==> src/design/swm_ring.sv <==
// Arrival ring: the window samples in arrival order.
// No package dependency; one write port and one registered read port.
module swm_ring #(
  parameter int DEPTH = 64,
  parameter int WIDTH = 32,
  parameter int AW    = 6
) (
  input  logic             clk,
  input  logic             wr_en,
  input  logic [AW-1:0]    wr_addr,
  input  logic [WIDTH-1:0] wr_data,
  input  logic             rd_en,
  input  logic [AW-1:0]    rd_addr,
  output logic [WIDTH-1:0] rd_data
);

  logic [WIDTH-1:0] mem [DEPTH];
  logic [WIDTH-1:0] rd_data_r;

  always_ff @(posedge clk) begin
    if (wr_en) begin
      mem[wr_addr] <= wr_data;
    end
  end

  always_ff @(posedge clk) begin
    if (rd_en) begin
      rd_data_r <= mem[rd_addr];
    end
  end

  assign rd_data = rd_data_r;

endmodule

==> config.mk <==
export PLATFORM = sky130hd
export DESIGN_NAME = swm_ring
export DESIGN_NICKNAME = d
export VERILOG_FILES = /design/src/design/swm_ring.sv
export SDC_FILE = /design/constraint.sdc
export NUM_CORES = 2
export LEC_CHECK = 0
export CORE_UTILIZATION = 55
export CTS_CLUSTER_DIAMETER = 100
export CTS_CLUSTER_SIZE = 14
export DETAILED_ROUTE_END_ITERATION = 10
export DONT_BUFFER_PORTS = 1
export GPL_ROUTABILITY_DRIVEN = 0
export PLACE_DENSITY_LB_ADDON = 0.15
export SYNTH_ARGS = -nofsm -noshare
export SYNTH_HDL_FRONTEND = slang
export SYNTH_SLANG_ARGS = --single-unit
export TNS_END_PERCENT = 100
==> constraint.sdc <==
create_clock -name clk -period 14 [get_ports clk]
set_input_delay 4.2 -clock clk [delete_from_list [all_inputs] [get_ports clk]]
set_output_delay 4.2 -clock clk [all_outputs]
set_load 0.005 [all_outputs]
==> reports/metrics.cfg <==
[pwr]
power_leakage_uw=0.0260
ir_drop_v=0.000127
p_per_area_mw_per_mm2=134

[critical_path]
critPathMaxFanout=513
cp-start-kind=primary input
r2r-start=mem[47][10]$_DFFE_PP_
path_class=primary input to flip-flop
required_ns=14.51
cp.arrival_ns=7.47
crit_path_end_kind=flip-flop
startpoint=rd_addr[0]

[logic_synthesis]
seq_area_frac_synth=0.792
synthTopCellsByCount=edfxtp_1, mux4_2, nor2_1, mux2i_1, o22ai_1
syn_area_per_cell_um2=23.7
synthDominantCellAreaShare=0.792
synth_area_leaders=edfxtp_1, mux4_2, mux2i_1, o22ai_1, nor2_1
ys_types=33
ys_ff_latch=2080
netlist_instances=3324
synthArstFlopShare=0
synth_edf_count=2080
synth_warnings=0
synth_area_leader_cell=edfxtp_1
synth_most_common_cell=edfxtp_1
synthFlopType=edfxtp_1
synth_area_mm2=0.0788
synthesis.nets=3371

[flow_run]
max_cap_viol_count=0

[cts]
hold_buffers=0
cts_sinks=2080
clock_latency_ns=0.80
clkTransAtPathRegs_ns=0.07
cts_max_level=4
cts-root-buf=clkbuf_16
cts_resized=0
cts_setup_buffers=0
clockBufferDepth=3
cts_tree=yes
cts_buffers=166

[placed_design]
dp_hpwl_mm=101
numPortBuffers=0

[global_route]
grt_usage=0.278
grt_pass1_vias=36700
antenna_found_initial=9
grt_max_degree=514
overflow=0
grt_pass1_wl_mm=278

[sta]
whs_ns=0.887
skew_ns=0.0255
fin_crit_ns=6.97
slew_violations=153
rsz0062_at_grt=false
hold_viol_final=0
fin_setup_tns_ns=0
min_period_over_period=0.498
setup_viol=0
worst_slew_pin_slew_ns=1.74
relSlewSlack=-0.162
max_freq_mhz=144

[floorplanning]
initial_core_util=0.555
io-pin-count=79
dieArea_mm2=0.145
die_h_um=381
core_region_area_mm2=0.142
die_w_um=381
rows=138

[outcome]
status=finished, violations left
violations=slew limit

[routing]
drc_errors=0
first_iter_violations=5226
topRoutingLayerUsed=met5
wl_mm=198
drt-wirelength-per-cell_um=37.5
met3_length_mm=21.7
drt-vias-per-instance=6.85
drtAntennaViolNets=0
vias=36200
wl_met1_mm=75.5
wl_met2_mm=95.3
firstDrtPassIters=5

[finish]
nets=3427
area_delta_synth_final_pct=8.80
n_fill_cell=9674
drive_gt1_frac=0.255

[hold_path]
min_from=mem[13][17]$_DFFE_PP_
hold_path_class=flip-flop to flip-flop

[metal layers]
layer  vias up  global-route usage
li1      14300                   -
met1     19700               0.399
met2      1945               0.436
met3       278              0.0625
met4         2              0.0816
met5         -                   0
[registers in the layout (all words and copies together) (netlist names)]
register and cells:
rd_data 32, mem 2048
[worst max-delay path, cell delays in order]
cell	delay [ns]
mux4_2	1.08
mux4_2	0.52
o22ai_1	0.74
nor2_1	0.13
[kinds of logic (layout without fill, tap and decap cells)]
kind of cell    Yosys count  after routing  share of synthesized area
simple gates            223            223                     0.0126
other cells               0              7                          0
buf+inv                 182            252                     0.0112
compound gates          202            202                     0.0167
flops                  2080           2080                      0.792
mux                     637            637                      0.167
[metrics by stage]
stage / total power [µW] / instances / utilization / area, µm² / worst slack [ns]
3_3_place_gp: 7450 / 5102 / 0.573 / 81300 / 7.18
4_1_cts: 11600 / 5284 / 0.604 / 85800 / 8.02
2_1_floorplan: 7390 / 3324 / - / 78800 / 6.64
6_report: 11500 / 5291 / 0.604 / 85800 / 7.03
3_5_place_dp: 7460 / 5102 / 0.573 / 81300 / 7.21
5_1_grt: 11800 / 5284 / 0.604 / 85800 / 7.15
[path summary, 6_finish.rpt]
path                                end  slack [ns]  cells after the start
setup / recovery   rd_data[9]$_DFFE_PP_        7.03                      4
hold / removal    rd_data[17]$_DFFE_PP_        0.89                      4
setup reg to reg  rd_data[10]$_DFFE_PP_       11.26                      5
hold reg to reg   rd_data[17]$_DFFE_PP_        0.89                      4
[placed cells by master, fill, tap and decap left out, types with 5 or more instances in the layout]
cell and instances:
a21oi_1 62, mux2i_1 93, edfxtp_1 2080, nand2b_1 7, clkbuf_16 173, nor2_1 75, a311oi_1 8, nor2_4 62
mux4_2 544, nand2_1 26, nor2b_1 15, nor3_1 5, o22ai_1 84, o221ai_1 27, buf_4 70, a22oi_1 12
diode_2 7, nand3_1 5, nand3b_1 5
[report_power, final]
part / total (µW) / leakage, µW / switching (µW) / internal, µW
Clock: 4190 / 0.00218 / 2020 / 2180
Combinational: 397 / 0.00505 / 191 / 206
Sequential: 6930 / 0.0187 / 29.3 / 6900
[final cells by class]
class	count	area, µm²	share of cell area
flip-flops and latches	2080	62500	0.728
multi-input cells	1062	16000	0.186
clock buffers	173	4330	0.0505
well taps	1890	2360	0.0276
repair buffers	70	526	0.00613
clock inverters	9	109	0.00127
diodes	7	17.5	0.000204
No activity file was read; power rests on OpenSTA's default activity.
